File: src/hdl/qte_pkg.sv
`timescale 1ns / 1ps
package qte_pkg;

  // Product-term width: 2*(a*b + c*d) of Q1.15 values, plus the 1.0 offset
  localparam int unsigned TermW = 34;
  // CORDIC vector width: term width plus gain and pre-rotation growth
  localparam int unsigned VecW = 36;
  // Angle width at scale 2^24
  localparam int unsigned AngW = 28;
  // Radicand and square-root working width
  localparam int unsigned RadW = 62;
  // Square-root result digits
  localparam int unsigned SqrtSteps = 31;

  localparam logic signed [AngW-1:0] AngHalfPi = 28'sd26353589;
  localparam logic signed [17:0] OutPi = 18'sd25736;
  localparam logic signed [17:0] OutHalfPi = 18'sd12868;

  // Side data that travels beside the square-root cells
  typedef struct packed {
    logic signed [TermW-1:0] sr;
    logic signed [TermW-1:0] cr;
    logic signed [TermW-1:0] sy;
    logic signed [TermW-1:0] cy;
    logic signed [TermW-1:0] sp;
    logic                    clamp;
  } side_t;

  // One CORDIC lane
  typedef struct packed {
    logic signed [VecW-1:0] x;
    logic signed [VecW-1:0] y;
    logic signed [AngW-1:0] z;
    logic                   zero;
  } lane_t;

  // atan(2^-i) at scale 2^24
  function automatic logic signed [AngW-1:0] atan_of(input int unsigned i);
    logic signed [AngW-1:0] a;
    case (i)
      0:  a = 28'sd13176795;
      1:  a = 28'sd7778716;
      2:  a = 28'sd4110060;
      3:  a = 28'sd2086331;
      4:  a = 28'sd1047214;
      5:  a = 28'sd524117;
      6:  a = 28'sd262123;
      7:  a = 28'sd131069;
      8:  a = 28'sd65536;
      9:  a = 28'sd32768;
      10: a = 28'sd16384;
      11: a = 28'sd8192;
      12: a = 28'sd4096;
      13: a = 28'sd2048;
      14: a = 28'sd1024;
      15: a = 28'sd512;
      16: a = 28'sd256;
      17: a = 28'sd128;
      18: a = 28'sd64;
      19: a = 28'sd32;
      20: a = 28'sd16;
      21: a = 28'sd8;
      22: a = 28'sd4;
      23: a = 28'sd2;
      default: a = '0;
    endcase
    return a;
  endfunction

endpackage

File: src/hdl/qte_cordic_cell.sv
`timescale 1ns / 1ps
module qte_cordic_cell
  import qte_pkg::*;
#(
  parameter int unsigned STAGE = 0
) (
  input  logic  clk_i,
  input  lane_t lane_i,
  output lane_t lane_o
);

  localparam logic signed [AngW-1:0] Atan = atan_of(STAGE);

  logic signed [VecW-1:0] xs, ys;
  lane_t lane_d, lane_q;

  // Rotate toward the x axis by atan(2^-STAGE)
  always_comb begin
    xs = lane_i.x >>> STAGE;
    ys = lane_i.y >>> STAGE;
    lane_d = lane_i;
    if (!lane_i.y[VecW-1]) begin
      lane_d.x = lane_i.x + ys;
      lane_d.y = lane_i.y - xs;
      lane_d.z = lane_i.z + Atan;
    end else begin
      lane_d.x = lane_i.x - ys;
      lane_d.y = lane_i.y + xs;
      lane_d.z = lane_i.z - Atan;
    end
  end

  // Pass the vector on to the next cell
  always_ff @(posedge clk_i) begin
    lane_q <= lane_d;
  end

  assign lane_o = lane_q;

endmodule

File: config.mk
export PLATFORM = sky130hd
export DESIGN_NAME = qte_cordic_cell
export DESIGN_NICKNAME = d
export VERILOG_FILES = /design/src/hdl/qte_pkg.sv /design/src/hdl/qte_cordic_cell.sv
export SDC_FILE = /design/constraint.sdc
export NUM_CORES = 1
export LEC_CHECK = 0
export BUFFER_PORTS_ARGS = -buffer_cell sky130_fd_sc_hd__buf_2
export CAP_MARGIN = 40
export CORE_MARGIN = 3
export CORE_UTILIZATION = 30
export DETAILED_ROUTE_END_ITERATION = 10
export PLACE_DENSITY = 0.6
export SYNTH_ARGS = -nofsm -noshare
export SYNTH_HDL_FRONTEND = slang
export SYNTH_SLANG_ARGS = --single-unit
export TNS_END_PERCENT = 5
File: constraint.sdc
create_clock -name clk_i -period 6 [get_ports clk_i]
set_input_delay 1.2 -clock clk_i [delete_from_list [all_inputs] [get_ports clk_i]]
set_output_delay 1.2 -clock clk_i [all_outputs]
set_load 0.05 [all_outputs]
==> impl_metrics.json <==
{
  "status": "finished, final reports clean",
  "wl_per_cell_um": 18.0,
  "grt_setup_unrepaired": "no",
  "io_buffer_count": 202,
  "final.setup.tns_ns": 0,
  "finish.cell_count_without_fillers": 1845,
  "antenna_found_initial": 3,
  "final_core_util_pct": 36.0,
  "max_cap_violations": 0,
  "vias_per_cell": 5.27,
  "fin_crit_ns": 4.11,
  "grt_pass1_vias": 9373,
  "clockBufferDepth": 2,
  "ant_nets": 0,
  "track_usage_pct": 18.4,
  "final_nets": 1645,
  "yosys.area_share.adder_pct": 18.1,
  "cts_tree": "done",
  "synth.distinct_cells": 87,
  "hold_class": "primary input to flop",
  "dieArea_mm2": 0.0347,
  "timing.fmax_ghz": 0.244,
  "clockRootBuffer": "clkbuf_16",
  "yosys_warnings": 0,
  "p_per_area_mw_per_mm2": 276,
  "finalSetupViolCount": 0,
  "p_leak_nw": 5.35,
  "crit_fanout": 12,
  "die_h_um": 186,
  "synth_nets": 1477,
  "die_x_um": 186,
  "finalHoldWorstSlack_ns": 0.921,
  "cp-startpoint": "lane_i[46]",
  "cts_buffers": 9,
  "yosys.area_share.simple_pct": 13.6,
  "start_util_pct": 30.7,
  "rows": 65,
  "vias": 9722,
  "grt_max_degree": 53,
  "synth-seq-area-share_pct": 20.5,
  "cpMaxStageDelayCell": "ha_1",
  "hold_path_startpoint": "lane_i[0]",
  "drt-initial-drc-count": 848,
  "cpPeakStageDelay_ns": 0.59,
  "synth-seq-cells": 100,
  "critPathKind": "primary input to flop",
  "synthXorXnorAreaFrac_pct": 8.17,
  "gp_congestion": 0.903,
  "syn_avg_cell_area_um2": 7.90,
  "cp.arrival_ns": 4.37,
  "placed_cells": 1828,
  "crit_chain": "buf_2 -> inv_1 -> ha_1 -> inv_1 -> a21oi_1 -> o31ai_1 -> a2111oi_2 -> a21oi_1 -> o31ai_2 -> a21oi_1 -> o41a_1 -> xnor2_1",
  "cts_num_sinks": 100,
  "postSynthCellCount": 1236,
  "end_kind": "flop",
  "synth_compound_gate_area_share_pct": 30.6,
  "synth_edf_count": 0,
  "period_share_pct": 68.4,
  "dp_hpwl_um": 26900,
  "crit_top_cell": "a21oi_1",
  "async_reset_ff_share_pct": 0,
  "path_clk_slew_ns": 0.08,
  "synth_top_family_by_area": "compound AO/OA/AOI/OAI gates",
  "muxShareOfSynthArea_pct": 2.06,
  "ctsResizeCount": 0,
  "cp-start-kind": "primary input",
  "maxSlewHeadroom_pct": 53.0,
  "grt.overflow.total": 0,
  "largest_reg_flops": 100,
  "drc_errors": 0,
  "core_mm2": 0.0318,
  "area_growth_pct": 17.1,
  "syn_area_mm2": 0.00976,
  "h-tree-depth": 3,
  "grt_pass1_wl_um": 51700,
  "finalHoldViolations": 0,
  "maxSlewViolCount": 0,
  "num_io_pins": 203,
  "wirelength_um": 33300,
  "drive_gt1_share_pct": 18.7,
  "cp.required_ns": 6.27,
  "irDropWorstVdd_mv": 0.212,
  "first_pass_iters": 5,
  "ctsHoldBuffers": 0,
  "tightest_slew_ns": 0.687,
  "synth_ff_type": "dfxtp_1",
  "cts_setup_buffers": 0
}
per-layer routing:
metal	vias to the layer above	track usage [%]	routed length (um)
li1	4707	-	-
met1	4553	24.5	14800
met2	419	31.2	15600
met3	37	3.31	2320
met4	6	4.25	477
met5	-	0	43
cell usage after synthesis, types with 22 or more instances:
cell type	count	area share, %
a21o_1	48	3.7
ha_1	135	17
dfxtp_1	100	21
o21a_1	22	1.7
xnor2_1	81	7.3
o21ai_0	44	2.3
nand2_1	51	2.0
inv_1	108	4.2
nor2_1	101	3.9
o21bai_1	39	3.0
a21oi_1	152	7.8
kinds of logic (layout without fill, tap and decap cells):
group           count (synthesis)  count (layout)
compound gates                442             442
simple gates                  275             275
buf+inv                       169             342
fa+ha+maj                     139             139
flops                         100             100
xor+xnor                       91              91
mux                            20              20
other cells                     0               1
layout by cell type (no fill, tap or decap), types with 6 or more instances in the layout:
master     count
nor2_1       101
o21ai_0       44
nand2_1       51
inv_1        107
nor3_1        18
o21a_1        22
a211oi_1      14
a21o_1        48
buf_2        202
a21oi_1      152
or3_1          8
nand3_1       16
nand2b_1      12
o21ai_1       19
xnor2_1       81
clkbuf_16      9
o31ai_1        9
xor2_1        10
o21bai_1      39
nor4_1         6
nand4_1       17
a31oi_1       14
mux2i_1       19
inv_2         12
o211ai_1       8
ha_1         135
dfxtp_1      100
nor2b_1       17
cell type report:
type / count / area (um^2)
diodes: 1 / 2.50
multi-input cells: 967 / 7080
flip-flops and latches: 100 / 2000
repair buffers: 205 / 1030
clock inverters: 7 / 91.3
well taps: 435 / 544
inverters: 121 / 454
clock buffers: 9 / 225
fillers: 3382 / 20400
final timing paths:
path	end	slack (ns)	depth (start not counted)
worst min-delay path	lane_o[0]$_DFF_P_	0.92	1
worst max-delay path	lane_o[63]$_DFF_P_	1.89	12
power breakdown:
part / switching [W] / internal (W) / total, W
Combinational: 0.00120 / 0.000463 / 0.00166
Sequential: 0.0000377 / 0.000820 / 0.000858
Clock: 0.000331 / 0.000301 / 0.000632
metrics by stage:
stage                     power (W)  setup WS, ns  cell area [um^2]
after floorplan             0.00210          1.48              9760
after global placement      0.00252          1.57             11100
after detailed placement    0.00252          1.64             11100
after CTS                   0.00317          2.02             11400
after global routing        0.00332          1.60             11400
final                       0.00315          1.89             11400
critical path, delay by kind of cell:
family	cells	cell delay [ns]
buf+inv	3	0.38
xor+xnor	1	0.13
fa+ha+maj	1	0.59
compound gates	7	2.07
(Power assumes the default switching activity.)
