[src/hdl/qte_pkg.sv]
`timescale 1ns / 1ps
package qte_pkg;

  // Product-term width: 2*(a*b + c*d) of Q1.15 values, plus the 1.0 offset
  localparam int unsigned TermW = 34;
  // CORDIC vector width: term width plus gain and pre-rotation growth
  localparam int unsigned VecW = 36;
  // Angle width at scale 2^24
  localparam int unsigned AngW = 28;
  // Radicand and square-root working width
  localparam int unsigned RadW = 62;
  // Square-root result digits
  localparam int unsigned SqrtSteps = 31;

  localparam logic signed [AngW-1:0] AngHalfPi = 28'sd26353589;
  localparam logic signed [17:0] OutPi = 18'sd25736;
  localparam logic signed [17:0] OutHalfPi = 18'sd12868;

  // Side data that travels beside the square-root cells
  typedef struct packed {
    logic signed [TermW-1:0] sr;
    logic signed [TermW-1:0] cr;
    logic signed [TermW-1:0] sy;
    logic signed [TermW-1:0] cy;
    logic signed [TermW-1:0] sp;
    logic                    clamp;
  } side_t;

  // One CORDIC lane
  typedef struct packed {
    logic signed [VecW-1:0] x;
    logic signed [VecW-1:0] y;
    logic signed [AngW-1:0] z;
    logic                   zero;
  } lane_t;

  // atan(2^-i) at scale 2^24
  function automatic logic signed [AngW-1:0] atan_of(input int unsigned i);
    logic signed [AngW-1:0] a;
    case (i)
      0:  a = 28'sd13176795;
      1:  a = 28'sd7778716;
      2:  a = 28'sd4110060;
      3:  a = 28'sd2086331;
      4:  a = 28'sd1047214;
      5:  a = 28'sd524117;
      6:  a = 28'sd262123;
      7:  a = 28'sd131069;
      8:  a = 28'sd65536;
      9:  a = 28'sd32768;
      10: a = 28'sd16384;
      11: a = 28'sd8192;
      12: a = 28'sd4096;
      13: a = 28'sd2048;
      14: a = 28'sd1024;
      15: a = 28'sd512;
      16: a = 28'sd256;
      17: a = 28'sd128;
      18: a = 28'sd64;
      19: a = 28'sd32;
      20: a = 28'sd16;
      21: a = 28'sd8;
      22: a = 28'sd4;
      23: a = 28'sd2;
      default: a = '0;
    endcase
    return a;
  endfunction

endpackage

[src/hdl/qte_sqrt_cell.sv]
`timescale 1ns / 1ps
module qte_sqrt_cell
  import qte_pkg::*;
#(
  parameter int unsigned K = 30
) (
  input  logic            clk_i,
  input  logic [RadW-1:0] v_i,
  input  logic [RadW-1:0] r_i,
  output logic [RadW-1:0] v_o,
  output logic [RadW-1:0] r_o
);

  localparam logic [RadW-1:0] BitVal = RadW'(1) << (2 * K);

  logic [RadW-1:0] trial;
  logic [RadW-1:0] v_d, r_d, v_q, r_q;

  // Try one result digit: subtract when the remainder allows it
  always_comb begin
    trial = r_i + BitVal;
    if (v_i >= trial) begin
      v_d = v_i - trial;
      r_d = (r_i >> 1) + BitVal;
    end else begin
      v_d = v_i;
      r_d = r_i >> 1;
    end
  end

  // Hand the partial root to the next cell
  always_ff @(posedge clk_i) begin
    v_q <= v_d;
    r_q <= r_d;
  end

  assign v_o = v_q;
  assign r_o = r_q;

endmodule

[config.mk]
export PLATFORM = sky130hd
export DESIGN_NAME = qte_sqrt_cell
export DESIGN_NICKNAME = d
export VERILOG_FILES = /design/src/hdl/qte_pkg.sv /design/src/hdl/qte_sqrt_cell.sv
export SDC_FILE = /design/constraint.sdc
export NUM_CORES = 1
export LEC_CHECK = 0
export BUFFER_PORTS_ARGS = -buffer_cell sky130_fd_sc_hd__buf_2
export CAP_MARGIN = 30
export CORE_MARGIN = 2
export CORE_UTILIZATION = 51
export DETAILED_ROUTE_END_ITERATION = 10
export PLACE_DENSITY_LB_ADDON = 0.3
export SLEW_MARGIN = 25
export SYNTH_ARGS = -nofsm -noshare
export SYNTH_HDL_FRONTEND = slang
export SYNTH_SLANG_ARGS = --single-unit
[constraint.sdc]
create_clock -name clk_i -period 4.1 [get_ports clk_i]
set_clock_uncertainty 0.2 [all_clocks]
set_input_delay 0.615 -clock clk_i [delete_from_list [all_inputs] [get_ports clk_i]]
set_output_delay 0.615 -clock clk_i [all_outputs]
set_load 0.01 [all_outputs]
==> impl_summary.log <==
[metrics] run status: finished, final reports clean
[metrics] sequential share of the synthesized area: 34.1%
[metrics] part of the power in the clock network: 37.6%
[metrics] Port Buffers: 248
[metrics] final global-route overflow total: 0
[metrics] Sinks on Clock Net: 124
[metrics] wire length per cell: 15.4 um
[metrics] vias after detailed routing: 7182
[metrics] total iterations of the first detailed-routing run: 5
[metrics] Max clock buf depth: 2
[metrics] Worst setup startpoint: v_i[0]
[metrics] worst-margin pin slew: 0.504 ns
[metrics] Max Fanout on Critical Path: 31
[metrics] x dimension of the die: 123 um
[metrics] internal power: 2.95 mW
[metrics] achievable frequency: 275 MHz
[metrics] power share of the combinational group: 28.9%
[metrics] vias per cell: 5.41
[metrics] final RePlAce weighted congestion: 0.938
[metrics] layout net count: 1323
[metrics] crit end category: flip-flop
[metrics] Core Region: 13900 sq um
[metrics] synthesized instance count: 877
[metrics] post-synthesis average cell area: 8.29 sq um
[metrics] setup tns final: 0 ns
[metrics] First DRT Iteration DRCs: 434
[metrics] CTS H-Tree Depth: 4
[metrics] Switching Share: 29.9%
[metrics] share of the synthesized area in the top cell type: 34.1%
[metrics] Post-CTS Setup Repair Bufs: 0
[metrics] Fin Hold WS: 0.106 ns
[metrics] fraction of synthesis flops using an asynchronous set or reset pin: 0%
[metrics] routed length on met1: 8.94 mm
[metrics] endpoint of the most critical setup path: v_o[13]$_DFF_P_
[metrics] worst slew margin relative to its limit: 66.0%
[metrics] area share of xor/xnor cells in the synthesized design: 6.86%
[metrics] net count after synthesis: 1065
[metrics] post-layout power: 4.21 mW
[metrics] wire length after detailed routing: 20.4 mm
[metrics] max-slew violation count: 0
[metrics] reported leakage power: 4.62 nW
[metrics] Power per Cell Area: 450 nW/um^2
[metrics] Max IR drop VDD: 0.361 mV
[metrics] final standard cell count with taps included and fillers excluded: 1327
[metrics] Synth Warn #: 0
[metrics] layout overhead on the synthesized area: 28.6%
[metrics] Setup crit start kind: input pin
[metrics] Data arrival, critical path: 3.74 ns
[metrics] top cells by count, synth: 127 x sky130_fd_sc_hd__a21oi_1, 124 x sky130_fd_sc_hd__dfxtp_1, 86 x sky130_fd_sc_hd__nor2_1, 77 x sky130_fd_sc_hd__inv_1, 70 x sky130_fd_sc_hd__nand2_1
[metrics] cell taking the most area after synthesis: sky130_fd_sc_hd__dfxtp_1
[metrics] top layer in use: met5
[metrics] Detail Route met2 WL: 9.68 mm
[metrics] HP Class: in -> reg
[metrics] total CTS buffers: 17
[metrics] sequential group share of total power: 33.4%
[metrics] Critical Setup Path Class: in -> reg
[metrics] data required time of the worst path: 4.20 ns
[metrics] minimum clock period after layout: 3.64 ns
[metrics] multiplexer share of the synthesized area: 3.65%
[metrics] Std-Cell Rows: 43
[metrics] number of buffers inserted for hold repair after clock tree synthesis: 0
[metrics] largest family of logic cells by synthesized area: compound AO/OA/AOI/OAI gates
[metrics] placed cell count: 1296
[metrics] share of the clock period used by the worst path after layout: 88.9%
[metrics] area fraction in compound gates after synthesis: 22.9%
[metrics] Max Cap Viol: 0
[metrics] fin util: 67.4%
[metrics] number of global-route vias before repair: 6786
[metrics] FF+latch count, synth: 124
[metrics] count of final setup violators: 0
[metrics] total die area: 15200 sq um
[metrics] estimated wirelength of the detail-placed design: 16.4 mm
[metrics] top_reg_cell synth: sky130_fd_sc_hd__dfxtp_1
[metrics] CTS tree: yes
[metrics] final hold viol count: 0
[metrics] Sw Pwr: 1.26 mW
[metrics] count of cells resized by post-cts repair: 0
[metrics] Clock transition at path regs: 0.06 ns
[metrics] global-route wire length before repair: 31.9 mm
[metrics] proportion of layout cells with a drive suffix above 1: 28.8%
[metrics] unrepaired setup endpoints after global routing: false
[metrics] DRC violation count after routing: 0
[metrics] I/O Pins: 249
[metrics] total track usage: 26.6%
[metrics] Synth Area in Adders: 10.9%
[metrics] Synth Area in Simple Gates: 15.2%
[metrics] initial core utilization: 52.4%
[metrics] largest net degree at the start of global routing: 48
[metrics] initial antenna violation count: 2
[metrics] number of nets with antenna violations after detailed routing: 0
[metrics] main area contributors after synthesis: sky130_fd_sc_hd__dfxtp_1 34%, sky130_fd_sc_hd__ha_1 11%, sky130_fd_sc_hd__a21oi_1 8.7%, sky130_fd_sc_hd__nor2_1 4.4%, sky130_fd_sc_hd__xnor2_1 4.3%
[metrics] clock root buffer: sky130_fd_sc_hd__clkbuf_16
[metrics] mapped cell area: 7270 sq um
[metrics] Post-synth EDFFs: 0
[metrics] met3 WL post-DR: 1.46 mm
[metrics] vertical die dimension: 123 um
[metrics] post-synthesis cell type count: 66
[metrics] most frequently used cell type in the post-synthesis netlist: sky130_fd_sc_hd__a21oi_1
## cells by family after synthesis
group           Yosys count
compound gates          268
xor+xnor                 57
fa+ha+maj                63
buf+inv                 105
flops                   124
mux                      18
simple gates            242
## power by group through the flow
stage                     sequential (mW)  combinational, mW  clock (mW)
after floorplan                      1.52              0.709           0
after global placement               1.43               1.19           0
after detailed placement             1.43               1.20           0
after CTS                            1.41               1.21        1.60
after global routing                 1.42               1.34        1.65
final                                1.41               1.22        1.58
## flip-flops by register name, indices dropped and copies added (netlist names)
| register | cells |
|---|---|
| r_o | 62 |
| v_o | 62 |
## area by class of cell
class	instances	area, sq um
well taps	180	225
flip-flops and latches	124	2480
repair buffers	267	1400
fillers	1192	4530
diodes	1	2.50
clock inverters	7	138
inverters	77	289
multi-input cells	648	4340
clock buffers	23	478
## how the worst min path moves through the flow
| stage | to | cells past startpoint | from | slack [ns] |
|---|---|---|---|---|
| global route | r_o[19]$_DFF_P_ | 1 | r_i[20] | 0.1 |
| detailed placement | r_o[22]$_DFF_P_ | 1 | r_i[23] | 0.53 |
| floorplan | r_o[0]$_DFF_P_ | 0 | r_i[1] | 0.44 |
| global placement | r_o[48]$_DFF_P_ | 1 | r_i[49] | 0.53 |
| CTS | r_o[19]$_DFF_P_ | 1 | r_i[20] | 0.1 |
| finish | r_o[19]$_DFF_P_ | 1 | r_i[20] | 0.11 |
## routing by layer
metal / GRT usage [%] / vias up
li1: - / 3593
met1: 32.6 / 3281
met2: 46.3 / 281
met3: 5.90 / 25
met4: 8.52 / 2
met5: 0 / -
## cell usage in the layout, fill, tap and decap left out, types with 3 or more instances in the layout
cell,instances
sky130_fd_sc_hd__a31o_1,3
sky130_fd_sc_hd__a21boi_0,3
sky130_fd_sc_hd__a221oi_1,4
sky130_fd_sc_hd__o21a_1,7
sky130_fd_sc_hd__inv_1,77
sky130_fd_sc_hd__buf_2,248
sky130_fd_sc_hd__o21ai_0,29
sky130_fd_sc_hd__a21o_1,24
sky130_fd_sc_hd__nand4_1,15
sky130_fd_sc_hd__a21oi_1,127
sky130_fd_sc_hd__and3_1,10
sky130_fd_sc_hd__a211oi_1,5
sky130_fd_sc_hd__nor3_1,10
sky130_fd_sc_hd__buf_4,18
sky130_fd_sc_hd__o211ai_1,8
sky130_fd_sc_hd__clkbuf_16,17
sky130_fd_sc_hd__or2_2,5
sky130_fd_sc_hd__and2_1,4
sky130_fd_sc_hd__clkbuf_1,3
sky130_fd_sc_hd__mux2_4,17
sky130_fd_sc_hd__nand3_1,20
sky130_fd_sc_hd__nand2b_1,3
sky130_fd_sc_hd__xor2_1,21
sky130_fd_sc_hd__a31oi_1,7
sky130_fd_sc_hd__nor2b_1,7
sky130_fd_sc_hd__o21ai_1,11
sky130_fd_sc_hd__bufinv_16,4
sky130_fd_sc_hd__xnor2_1,36
sky130_fd_sc_hd__nor2_1,86
sky130_fd_sc_hd__ha_1,62
sky130_fd_sc_hd__o21bai_1,11
sky130_fd_sc_hd__clkbuf_8,3
sky130_fd_sc_hd__dfxtp_1,124
sky130_fd_sc_hd__nand2_1,70
## worst max-delay path, stage by stage
cell	delay [ns]
sky130_fd_sc_hd__buf_2	0.11
sky130_fd_sc_hd__inv_1	0.05
sky130_fd_sc_hd__ha_1	0.19
sky130_fd_sc_hd__inv_1	0.07
sky130_fd_sc_hd__fa_1	0.43
sky130_fd_sc_hd__a211oi_2	0.23
sky130_fd_sc_hd__o21ai_2	0.13
sky130_fd_sc_hd__o2111ai_2	0.25
sky130_fd_sc_hd__a211oi_1	0.13
sky130_fd_sc_hd__or3b_4	0.44
sky130_fd_sc_hd__and2_4	0.18
sky130_fd_sc_hd__a31oi_4	0.22
sky130_fd_sc_hd__nand2_4	0.09
sky130_fd_sc_hd__buf_4	0.27
sky130_fd_sc_hd__mux2_4	0.33
## metrics by stage
step	cell area (sq um)	setup slack, ns
4_1_cts	9350	0.473
3_5_place_dp	8740	0.0560
3_3_place_gp	8740	0.126
5_1_grt	9350	0.313
2_1_floorplan	7270	0.538
6_report	9350	0.457
Note: power is estimated with default switching activity, not from simulation.
